===== config.mk =====
export PLATFORM = sky130hd
export DESIGN_NAME = thermistor_adc_to_temperature_flat
export DESIGN_NICKNAME = d
export VERILOG_FILES = /design/src/rtl/tadc_pkg.sv /design/src/rtl/tadc_if.sv /design/src/rtl/tadc_ctrl.sv /design/src/rtl/tadc_dp.sv /design/src/rtl/thermistor_adc_to_temperature.sv /design/src/flat_wrapper.sv
export SDC_FILE = /design/constraint.sdc
export NUM_CORES = 2
export LEC_CHECK = 0
export ABC_CLOCK_PERIOD_IN_PS = 11650
export BUFFER_PORTS_ARGS = -buffer_cell sky130_fd_sc_hd__buf_4
export CORE_MARGIN = 2
export CORE_UTILIZATION = 55
export DETAILED_ROUTE_END_ITERATION = 12
export PLACE_DENSITY = 0.79
export SLEW_MARGIN = 10
export SYNTH_ARGS = -nofsm -noshare
export SYNTH_HDL_FRONTEND = slang
export SYNTH_SLANG_ARGS = --single-unit

===== constraint.sdc =====
create_clock -name clk -period 11.65 [get_ports clk]
set_clock_uncertainty 0.05 [all_clocks]
set_input_delay 2.33 -clock clk [delete_from_list [all_inputs] [get_ports clk]]
set_output_delay 2.33 -clock clk [all_outputs]
set_load 0.05 [all_outputs]

===== src/rtl/tadc_pkg.sv =====
// ----------------------------------------------------------------------------
// tadc_pkg
// Shared constants, types and resistance table for the thermistor
// ADC-to-temperature converter.
// ----------------------------------------------------------------------------
package tadc_pkg;

  // Table and converter sizing
  localparam int TABLE_ENTRIES = 11;
  localparam int ADC_BITS      = 10;
  localparam int SEG_W         = $clog2(TABLE_ENTRIES);
  localparam logic [ADC_BITS-1:0] ADC_FULL = {ADC_BITS{1'b1}};

  // Datapath widths
  localparam int TBL_W   = 19;                 // table entries, tenths of an ohm
  localparam int D_W     = ADC_BITS;           // FULL - count
  localparam int P_W     = TBL_W + D_W;        // table * d
  localparam int C10_W   = ADC_BITS + 4;       // 10 * count
  localparam int SER_W   = 20;
  localparam int STEP_W  = 14;
  localparam int S_W     = SER_W + C10_W;      // 10 * series * count
  localparam int MAG_W   = S_W;                // |table*d - s|
  localparam int NUM_W   = MAG_W + STEP_W;     // step * |table*d - s|
  localparam int DEN_W   = P_W;                // d * segment span
  localparam int DVD_W   = NUM_W + 1;          // numerator plus half divisor
  localparam int BASE_W  = SEG_W + STEP_W;     // seg * step
  localparam int T_W     = DVD_W + 2;          // signed temperature sum
  localparam int TEMP_W  = 18;
  localparam int ST_W    = 2;
  localparam int CNT_W   = $clog2(DVD_W);

  localparam int TEMP_LIMIT = 100000;

  // Configuration port
  localparam int CFG_IDX_W  = 2;
  localparam int CFG_DATA_W = SER_W;
  localparam logic [CFG_IDX_W-1:0] REG_SERIES = 2'd0;
  localparam logic [CFG_IDX_W-1:0] REG_STEP   = 2'd1;
  localparam logic [SER_W-1:0]  SERIES_RESET = 20'd10000;
  localparam logic [STEP_W-1:0] STEP_RESET   = 14'd500;

  // Result status codes
  localparam logic [ST_W-1:0] ST_IN   = 2'd0;
  localparam logic [ST_W-1:0] ST_COLD = 2'd1;
  localparam logic [ST_W-1:0] ST_HOT  = 2'd2;
  localparam logic [ST_W-1:0] ST_BAD  = 2'd3;

  // Falling resistances, 0 C to 50 C in 5 C steps, tenths of an ohm
  localparam logic [TBL_W-1:0] RES_TABLE [TABLE_ENTRIES] = '{
    19'd326240, 19'd253810, 19'd198970, 19'd157110, 19'd124930, 19'd100000,
    19'd80560,  19'd65297,  19'd53239,  19'd43653,  19'd35987
  };

  // Controller to datapath commands
  typedef struct packed {
    logic             load;
    logic             smul;
    logic             scan;
    logic [SEG_W-1:0] idx;
    logic             hd;
    logic             den;
    logic             num;
    logic             prep;
    logic             div_step;
    logic             out_load;
  } tadc_cmd_t;

  // Datapath to controller status
  typedef struct packed {
    logic bad;
    logic out_busy;
  } tadc_stat_t;

  function automatic logic [TBL_W-1:0] tbl_val(input logic [SEG_W-1:0] k);
    logic [TBL_W-1:0] v;
    v = '0;
    if (int'(k) < TABLE_ENTRIES) v = RES_TABLE[k];
    return v;
  endfunction

  // Resistance drop across segment k
  function automatic logic [TBL_W-1:0] tbl_span(input logic [SEG_W-1:0] k);
    return tbl_val(k) - tbl_val(k + SEG_W'(1));
  endfunction

endpackage


===== src/rtl/tadc_if.sv =====
// ----------------------------------------------------------------------------
// tadc_if
// Valid/ready channel interfaces: ADC request, temperature result and
// configuration write.
// ----------------------------------------------------------------------------
interface tadc_in_if import tadc_pkg::*; ();
  logic                valid;
  logic                ready;
  logic [ADC_BITS-1:0] adc_counts;

  modport source (output valid, output adc_counts, input ready);
  modport sink   (input valid, input adc_counts, output ready);
endinterface

interface tadc_out_if import tadc_pkg::*; ();
  logic                     valid;
  logic                     ready;
  logic signed [TEMP_W-1:0] temperature_centi_c;
  logic [ST_W-1:0]          status;

  modport source (output valid, output temperature_centi_c, output status, input ready);
  modport sink   (input valid, input temperature_centi_c, input status, output ready);
endinterface

interface tadc_cfg_if import tadc_pkg::*; ();
  logic                  valid;
  logic                  ready;
  logic [CFG_IDX_W-1:0]  index;
  logic [CFG_DATA_W-1:0] data;

  modport source (output valid, output index, output data, input ready);
  modport sink   (input valid, input index, input data, output ready);
endinterface


===== src/rtl/tadc_ctrl.sv =====
// ----------------------------------------------------------------------------
// tadc_ctrl
// Sequencer for one conversion: resistance product, table scan, segment
// setup, serial division and result write.
// ----------------------------------------------------------------------------
module tadc_ctrl import tadc_pkg::*; (
  input  logic       clk,
  input  logic       rst_n,
  input  logic       in_valid,
  output logic       in_ready,
  input  tadc_stat_t stat,
  output tadc_cmd_t  cmd
);

  localparam logic [3:0] S_IDLE = 4'd0;
  localparam logic [3:0] S_SMUL = 4'd1;
  localparam logic [3:0] S_SCAN = 4'd2;
  localparam logic [3:0] S_HD   = 4'd3;
  localparam logic [3:0] S_DEN  = 4'd4;
  localparam logic [3:0] S_NUM  = 4'd5;
  localparam logic [3:0] S_PREP = 4'd6;
  localparam logic [3:0] S_DIV  = 4'd7;
  localparam logic [3:0] S_FIN  = 4'd8;

  localparam logic [CNT_W-1:0] SCAN_LAST = CNT_W'(TABLE_ENTRIES - 1);
  localparam logic [CNT_W-1:0] DIV_LAST  = CNT_W'(DVD_W - 1);

  logic [3:0]       state_r, state_nxt;
  logic [CNT_W-1:0] cnt_r, cnt_nxt;

  assign in_ready = (state_r == S_IDLE);

  // Next state and step counter
  always_comb begin
    state_nxt = state_r;
    cnt_nxt   = cnt_r;
    unique case (state_r)
      S_IDLE: begin
        cnt_nxt = '0;
        if (in_valid) state_nxt = S_SMUL;
      end
      S_SMUL: state_nxt = stat.bad ? S_FIN : S_SCAN;
      S_SCAN: begin
        if (cnt_r == SCAN_LAST) begin
          cnt_nxt   = '0;
          state_nxt = S_HD;
        end else begin
          cnt_nxt = cnt_r + CNT_W'(1);
        end
      end
      S_HD:   state_nxt = S_DEN;
      S_DEN:  state_nxt = S_NUM;
      S_NUM:  state_nxt = S_PREP;
      S_PREP: state_nxt = S_DIV;
      S_DIV: begin
        if (cnt_r == DIV_LAST) begin
          cnt_nxt   = '0;
          state_nxt = S_FIN;
        end else begin
          cnt_nxt = cnt_r + CNT_W'(1);
        end
      end
      S_FIN:  if (!stat.out_busy) state_nxt = S_IDLE;
      default: state_nxt = S_IDLE;
    endcase
  end

  // Commands
  always_comb begin
    cmd          = '0;
    cmd.load     = (state_r == S_IDLE) && in_valid;
    cmd.smul     = (state_r == S_SMUL);
    cmd.scan     = (state_r == S_SCAN);
    cmd.idx      = cnt_r[SEG_W-1:0];
    cmd.hd       = (state_r == S_HD);
    cmd.den      = (state_r == S_DEN);
    cmd.num      = (state_r == S_NUM);
    cmd.prep     = (state_r == S_PREP);
    cmd.div_step = (state_r == S_DIV);
    cmd.out_load = (state_r == S_FIN) && !stat.out_busy;
  end

  always_ff @(posedge clk) begin
    if (!rst_n) begin
      state_r <= S_IDLE;
      cnt_r   <= '0;
    end else begin
      state_r <= state_nxt;
      cnt_r   <= cnt_nxt;
    end
  end

  // Scan index never runs past the table
  a_scan_idx: assert property (@(posedge clk) disable iff (!rst_n)
    cmd.scan |-> cnt_r <= SCAN_LAST)
    else $error("table scan index out of range");

  // A result is written only into a free output register
  a_out_free: assert property (@(posedge clk) disable iff (!rst_n)
    cmd.out_load |-> !stat.out_busy)
    else $error("result written over a pending one");

endmodule


===== src/rtl/tadc_dp.sv =====
// ----------------------------------------------------------------------------
// tadc_dp
// Datapath: configuration registers, shared table multiplier, scan compare,
// restoring divider and saturating output register.
// ----------------------------------------------------------------------------
module tadc_dp import tadc_pkg::*; (
  input  logic                clk,
  input  logic                rst_n,
  input  logic [ADC_BITS-1:0] in_adc,
  tadc_cfg_if.sink            cfg_ch,
  tadc_out_if.source          out_ch,
  input  tadc_cmd_t           cmd,
  output tadc_stat_t          stat
);

  logic [SER_W-1:0]  series_r;
  logic [STEP_W-1:0] step_r;

  logic [D_W-1:0]    d_r;
  logic [C10_W-1:0]  c10_r;
  logic              bad_r;
  logic [S_W-1:0]    s_r;
  logic              cold_r, hot_r, found_r;
  logic [SEG_W-1:0]  seg_r;
  logic              neg_r;
  logic [MAG_W-1:0]  mag_r;
  logic [DEN_W-1:0]  den_r;
  logic [BASE_W-1:0] base_r;
  logic [NUM_W-1:0]  num_r;
  logic [DVD_W-1:0]  q_r;
  logic [DEN_W-1:0]  rem_r;

  logic                     out_valid_r;
  logic signed [TEMP_W-1:0] temp_r;
  logic [ST_W-1:0]          status_r;

  logic [TBL_W-1:0]  mul_a;
  logic [P_W-1:0]    mul_p;
  logic              gt, lt;
  logic [DEN_W:0]    trial;
  logic              trial_ge;
  logic signed [T_W-1:0] t_sum, t_sat;
  logic [ST_W-1:0]   st_nxt;

  // Configuration writes
  assign cfg_ch.ready = 1'b1;

  always_ff @(posedge clk) begin
    if (!rst_n) begin
      series_r <= SERIES_RESET;
      step_r   <= STEP_RESET;
    end else if (cfg_ch.valid) begin
      unique case (cfg_ch.index)
        REG_SERIES: series_r <= cfg_ch.data;
        REG_STEP:   step_r   <= cfg_ch.data[STEP_W-1:0];
        default: ;
      endcase
    end
  end

  // Shared table-times-d multiplier
  always_comb begin
    mul_a = tbl_span(seg_r);
    if (cmd.scan)    mul_a = tbl_val(cmd.idx);
    else if (cmd.hd) mul_a = tbl_val(seg_r);
  end

  assign mul_p = P_W'(mul_a) * P_W'(d_r);
  assign gt    = s_r > S_W'(mul_p);
  assign lt    = s_r < S_W'(mul_p);

  // Divider trial subtract
  assign trial    = {rem_r, q_r[DVD_W-1]};
  assign trial_ge = trial >= {1'b0, den_r};

  // Final sum and saturation
  always_comb begin
    if (neg_r) t_sum = T_W'(base_r) - T_W'(q_r);
    else       t_sum = T_W'(base_r) + T_W'(q_r);
    t_sat = t_sum;
    if (t_sum > T_W'(TEMP_LIMIT))  t_sat = T_W'(TEMP_LIMIT);
    if (t_sum < -T_W'(TEMP_LIMIT)) t_sat = -T_W'(TEMP_LIMIT);
    st_nxt = ST_IN;
    if (bad_r)       st_nxt = ST_BAD;
    else if (cold_r) st_nxt = ST_COLD;
    else if (hot_r)  st_nxt = ST_HOT;
  end

  // Conversion datapath
  always_ff @(posedge clk) begin
    if (cmd.load) begin
      d_r   <= ADC_FULL - in_adc;
      c10_r <= (C10_W'(in_adc) << 3) + (C10_W'(in_adc) << 1);
      bad_r <= (in_adc == '0) || (in_adc == ADC_FULL);
    end
    if (cmd.smul) s_r <= S_W'(series_r) * S_W'(c10_r);
    // Segment search: first entry below R picks the segment before it
    if (cmd.scan) begin
      if (cmd.idx == '0) begin
        cold_r  <= gt;
        found_r <= 1'b0;
        seg_r   <= SEG_W'(TABLE_ENTRIES - 2);
      end else if (gt && !found_r) begin
        found_r <= 1'b1;
        seg_r   <= cmd.idx - SEG_W'(1);
      end
      if (cmd.idx == SEG_W'(TABLE_ENTRIES - 1)) hot_r <= lt;
    end
    if (cmd.hd) begin
      neg_r <= lt == 1'b0 && gt;
      mag_r <= gt ? s_r - S_W'(mul_p) : S_W'(mul_p) - s_r;
    end
    if (cmd.den) begin
      den_r  <= mul_p;
      base_r <= BASE_W'(seg_r) * BASE_W'(step_r);
    end
    if (cmd.num) num_r <= NUM_W'(mag_r) * NUM_W'(step_r);
    // Round to nearest: add half the divisor before dividing
    if (cmd.prep) begin
      q_r   <= DVD_W'(num_r) + DVD_W'(den_r >> 1);
      rem_r <= '0;
    end
    if (cmd.div_step) begin
      q_r   <= {q_r[DVD_W-2:0], trial_ge};
      rem_r <= trial_ge ? DEN_W'(trial - {1'b0, den_r}) : trial[DEN_W-1:0];
    end
    if (cmd.out_load) begin
      temp_r   <= bad_r ? '0 : t_sat[TEMP_W-1:0];
      status_r <= st_nxt;
    end
  end

  // Output register
  always_ff @(posedge clk) begin
    if (!rst_n)              out_valid_r <= 1'b0;
    else if (cmd.out_load)   out_valid_r <= 1'b1;
    else if (out_ch.ready)   out_valid_r <= 1'b0;
  end

  assign out_ch.valid               = out_valid_r;
  assign out_ch.temperature_centi_c = temp_r;
  assign out_ch.status              = status_r;

  assign stat.bad      = bad_r;
  assign stat.out_busy = out_valid_r && !out_ch.ready;

  // Remainder stays below the divisor through the division
  a_rem_bound: assert property (@(posedge clk) disable iff (!rst_n)
    cmd.div_step |=> rem_r < den_r)
    else $error("divider remainder not reduced");

  // Invalid counts report zero temperature
  a_bad_zero: assert property (@(posedge clk) disable iff (!rst_n)
    (out_valid_r && status_r == ST_BAD) |-> temp_r == '0)
    else $error("invalid count with nonzero temperature");

  // Result stays within the saturation limits
  a_temp_range: assert property (@(posedge clk) disable iff (!rst_n)
    out_valid_r |-> (temp_r <= TEMP_W'(TEMP_LIMIT)) && (temp_r >= -TEMP_W'(TEMP_LIMIT)))
    else $error("temperature outside saturation limits");

endmodule


===== src/rtl/thermistor_adc_to_temperature.sv =====
// ----------------------------------------------------------------------------
// thermistor_adc_to_temperature
// Converts a thermistor divider ADC count to temperature in 0.01 C.
// ----------------------------------------------------------------------------
// A request goes from acceptance to the result register through one step for
// 10*series*count, a scan of the resistance table through one shared
// table-times-d multiplier, four setup steps, the bit-serial restoring
// divider and the result write; a count of 0 or full scale goes from the
// product straight to the write. If the previous result is still unread
// at that point, the write waits until it is read.
// A new request is taken as soon as the result is in the output register,
// even while it waits to be read. Status 0 is
// inside the table, 1 colder (first segment extended), 2 hotter (last
// segment extended), 3 an invalid count with temperature 0. Write the
// series resistor (index 0) and segment span (index 1) only while idle.
module thermistor_adc_to_temperature import tadc_pkg::*; (
  input  logic        clk,
  input  logic        rst_n,
  tadc_in_if.sink     in_ch,
  tadc_out_if.source  out_ch,
  tadc_cfg_if.sink    cfg_ch
);

  tadc_cmd_t  cmd;
  tadc_stat_t stat;
  logic       in_ready;

  assign in_ch.ready = in_ready;

  tadc_ctrl u_ctrl (
    .clk      (clk),
    .rst_n    (rst_n),
    .in_valid (in_ch.valid),
    .in_ready (in_ready),
    .stat     (stat),
    .cmd      (cmd)
  );

  tadc_dp u_dp (
    .clk    (clk),
    .rst_n  (rst_n),
    .in_adc (in_ch.adc_counts),
    .cfg_ch (cfg_ch),
    .out_ch (out_ch),
    .cmd    (cmd),
    .stat   (stat)
  );

endmodule


===== src/flat_wrapper.sv =====
// flat-port wrapper written by rule: the top's interface ports become plain ports
module thermistor_adc_to_temperature_flat import tadc_pkg::*;
  (clk, rst_n, in_ch_valid, in_ch_adc_counts, in_ch_ready, out_ch_valid, out_ch_temperature_centi_c, out_ch_status, out_ch_ready, cfg_ch_valid, cfg_ch_index, cfg_ch_data, cfg_ch_ready);
  tadc_in_if in_ch_i ();
  tadc_out_if out_ch_i ();
  tadc_cfg_if cfg_ch_i ();
  input  logic clk;
  input  logic rst_n;
  input wire logic [$bits(in_ch_i.valid)-1:0] in_ch_valid;
  input wire logic [$bits(in_ch_i.adc_counts)-1:0] in_ch_adc_counts;
  output wire logic [$bits(in_ch_i.ready)-1:0] in_ch_ready;
  output wire logic [$bits(out_ch_i.valid)-1:0] out_ch_valid;
  output wire logic [$bits(out_ch_i.temperature_centi_c)-1:0] out_ch_temperature_centi_c;
  output wire logic [$bits(out_ch_i.status)-1:0] out_ch_status;
  input wire logic [$bits(out_ch_i.ready)-1:0] out_ch_ready;
  input wire logic [$bits(cfg_ch_i.valid)-1:0] cfg_ch_valid;
  input wire logic [$bits(cfg_ch_i.index)-1:0] cfg_ch_index;
  input wire logic [$bits(cfg_ch_i.data)-1:0] cfg_ch_data;
  output wire logic [$bits(cfg_ch_i.ready)-1:0] cfg_ch_ready;
  assign in_ch_i.valid = in_ch_valid;
  assign in_ch_i.adc_counts = in_ch_adc_counts;
  assign in_ch_ready = in_ch_i.ready;
  assign out_ch_valid = out_ch_i.valid;
  assign out_ch_temperature_centi_c = out_ch_i.temperature_centi_c;
  assign out_ch_status = out_ch_i.status;
  assign out_ch_i.ready = out_ch_ready;
  assign cfg_ch_i.valid = cfg_ch_valid;
  assign cfg_ch_i.index = cfg_ch_index;
  assign cfg_ch_i.data = cfg_ch_data;
  assign cfg_ch_ready = cfg_ch_i.ready;
  thermistor_adc_to_temperature u_core (.clk(clk), .rst_n(rst_n), .in_ch(in_ch_i), .out_ch(out_ch_i), .cfg_ch(cfg_ch_i));
endmodule

==> impl_metrics.env <==
export IMPL_rows=115
export IMPL_root_buffer="clkbuf_16"
export IMPL_wire_per_inst_um=19.5
export IMPL_ys_types=92
export IMPL_hp_class="flip-flop to flip-flop"
export IMPL_timing_final_crit_share_pct=96.1
export IMPL_yosys_area_top_type="fa_1"
export IMPL_die_x_um=318
export IMPL_synth_seq_cells=337
export IMPL_cts_sinks=337
export IMPL_start_util_pct=55.2
export IMPL_insertion_delay_ns=0.64
export IMPL_ioPinCount=60
export IMPL_synth_ff_type="edfxtp_1"
export IMPL_path_class="flip-flop to flip-flop"
export IMPL_seq_area_frac_synth_pct=17.9
export IMPL_critPathArrivalTime_ns=11.49
export IMPL_portBuffers=58
export IMPL_path_max_fanout=20
export IMPL_drt_pre_antenna_iters=6
export IMPL_start_kind="flip-flop"
export IMPL_vias_per_cell=5.86
export IMPL_worstMarginPinSlew_ns=1.31
export IMPL_nets=7315
export IMPL_netlist_area_um2=54100
export IMPL_synth_fp_nets=7371
export IMPL_ant_nets=0
export IMPL_report_final_setup_viol=0
export IMPL_grt_first_pass_wirelength_mm=232
export IMPL_slew_headroom_pct=12.4
export IMPL_fin_crit_ns=11.20
export IMPL_gr_total_overflow=0
export IMPL_synthCells=6086
export IMPL_synth_area_leaders="fa_1, edfxtp_1, ha_1"
export IMPL_vias=43100
export IMPL_cpPeakStageDelay_ns=0.57
export IMPL_design_die_area_um2=101000
export IMPL_grt_max_degree=71
export IMPL_antenna_found_initial=2
export IMPL_finalHoldViolCount=0
export IMPL_cts_clk_slew_worst_paths_ns=0.07
export IMPL_yosysWarnings=0
export IMPL_cts_tree="done"
export IMPL_drive_gt1_share_pct=5.87
export IMPL_first_iter_violations=3606
export IMPL_die_h_um=318
export IMPL_cap_violations=0
export IMPL_wl_mm=143
export IMPL_grt_pass1_vias=44200
export IMPL_slowest_stage="fa_1"
export IMPL_avgSynthCellArea_um2=8.89
export IMPL_finish_utilization_pct=59.0
export IMPL_synth_top_area_share_pct=27.5
export IMPL_dp_hpwl_mm=114
export IMPL_ys_async_sr_fraction_pct=0
export IMPL_synth_edf_count=292
export IMPL_core_area_um2=98000
export IMPL_cts_buffers=43
export IMPL_gr_usage_all_layers_pct=28.6
export IMPL_gp_congestion=0.996
export IMPL_outcome="finished clean"
export IMPL_cts_hold_buf=0
export IMPL_fmax_mhz=89.3
export IMPL_end_kind="flip-flop"
export IMPL_drc=0
export IMPL_critPathRequiredTime_ns=11.94
export IMPL_area_growth_syn_to_layout_pct=6.83
export IMPL_cts_htree_levels=2
export IMPL_clk_path_buf_depth=3
export IMPL_crit_top_cell="fa_1"
export IMPL_slew_viol_final=0
[worst max-delay path: cells and delay by family, from the launching register on]
| kind | cells | cell delay, ns |
|---|---|---|
| buf+inv | 7 | 0.72 |
| compound gates | 19 | 3.49 |
| fa+ha+maj | 8 | 3.31 |
| flops | 1 | 0.48 |
| xor+xnor | 4 | 0.62 |
| simple gates | 14 | 2.21 |
[registers in the layout, indices dropped and copies added (netlist names), 13 cells and up]
register,cells
u_core.u_dp.c10_r,13
u_core.u_dp.s_r,33
u_core.u_dp.den_r,29
u_core.u_dp.series_r,20
u_core.u_dp.rem_r,29
u_core.u_dp.mag_r,34
u_core.u_dp.step_r,14
u_core.u_dp.q_r,49
u_core.u_dp.num_r,48
u_core.u_dp.base_r,18
u_core.u_dp.out_ch.temperature_centi_c,18
[cell usage in the layout (no fill, tap or decap), drive strengths merged, types with 88 or more instances in the layout]
cell type / netlist / routed
nand2: 878 / 878
inv: 862 / 867
fa: 744 / 744
ha: 504 / 504
and2: 410 / 410
a21oi: 307 / 307
edfxtp: 292 / 292
nor2: 268 / 268
o21ai: 232 / 232
buf: 33 / 184
xnor2: 181 / 181
a21o: 108 / 108
xor2: 88 / 88
[synthesized netlist by cell type (all sizes together) (35+ instances only)]
library cell,instances
nand2,878
inv,862
fa,744
ha,504
and2,410
a21oi,307
edfxtp,292
nor2,268
clkbuf,252
o21ai,232
xnor2,181
a21o,108
xor2,88
nand3,87
nor3,87
nor2b,58
nand2b,56
a211oi,46
dfxtp,45
o21a,41
a21boi,39
nand4,35
[final timing paths]
kind / start / end / slack, ns / cells after the start
setup / recovery: u_core.u_dp.seg_r[0] / u_core.u_dp.mag_r[31] / 0.45 / 52
hold / removal: u_core.u_dp.out_ch.valid / u_core.u_dp.out_ch.valid / 0.49 / 2
setup reg to reg: u_core.u_dp.seg_r[0] / u_core.u_dp.mag_r[31] / 0.45 / 52
hold reg to reg: u_core.u_dp.out_ch.valid / u_core.u_dp.out_ch.valid / 0.49 / 2
[logic make-up (layout without fill, tap and decap cells)]
group                      after synthesis  after routing  share of synthesized area [%]
and+or+nand+nor                       2030           2030                           18.0
adders and majority gates             1248           1248                           39.2
buffers and inverters                 1149           1125                           8.03
AOI/OAI and AO/OA                     1027           1027                           12.1
DFF                                    337            337                           17.9
xor gates and xnor gates               269            269                           4.35
muxes                                   25             25                          0.474
other                                    1              2                        0.00693
[layer usage]
layer  part of all wire [%]  global-route usage [%]  wire length (um)  vias to the layer above
li1                       -                       -                 -                    19700
met1                     40                    36.5             57500                    21300
met4                    4.6                    11.7              6610                        4
met5                  0.019                       0                27                        -
met2                     49                    49.2             69800                     1661
met3                    6.6                    3.77              9510                      428
[through the flow]
step                area (um^2)  TNS [ns]  hold WS [ns]  worst slack, ns  cells
floorplan                 54100         0         0.418          0.00350   6086
detailed placement        56000   -0.0796         0.492          -0.0161   7260
global route              57800    -0.553         0.552           -0.110   7349
CTS                       57400         0         0.503           0.0251   7337
global placement          56000         0         0.470            0.135   7260
finish                    57800         0         0.492            0.455   7350
[what timing repair did]
action                                  CTS  global route
endpoints found under the setup margin   11            41
setup buffers                             0            12
pin swaps                                 0            23
gates resized for setup                   5            67
[area by class of cell]
type | instances | area (um^2)
repair buffers | 184 | 1420
flip-flops and latches | 337 | 9670
fillers | 8320 | 40200
clock inverters | 24 | 246
inverters | 864 | 3240
diodes | 1 | 2.50
well taps | 1287 | 1610
multi-input cells | 4600 | 40500
clock buffers | 53 | 1130
Power is not shown: default switching activity piles up to over one toggle a cycle in this logic, so the estimate is an artifact.
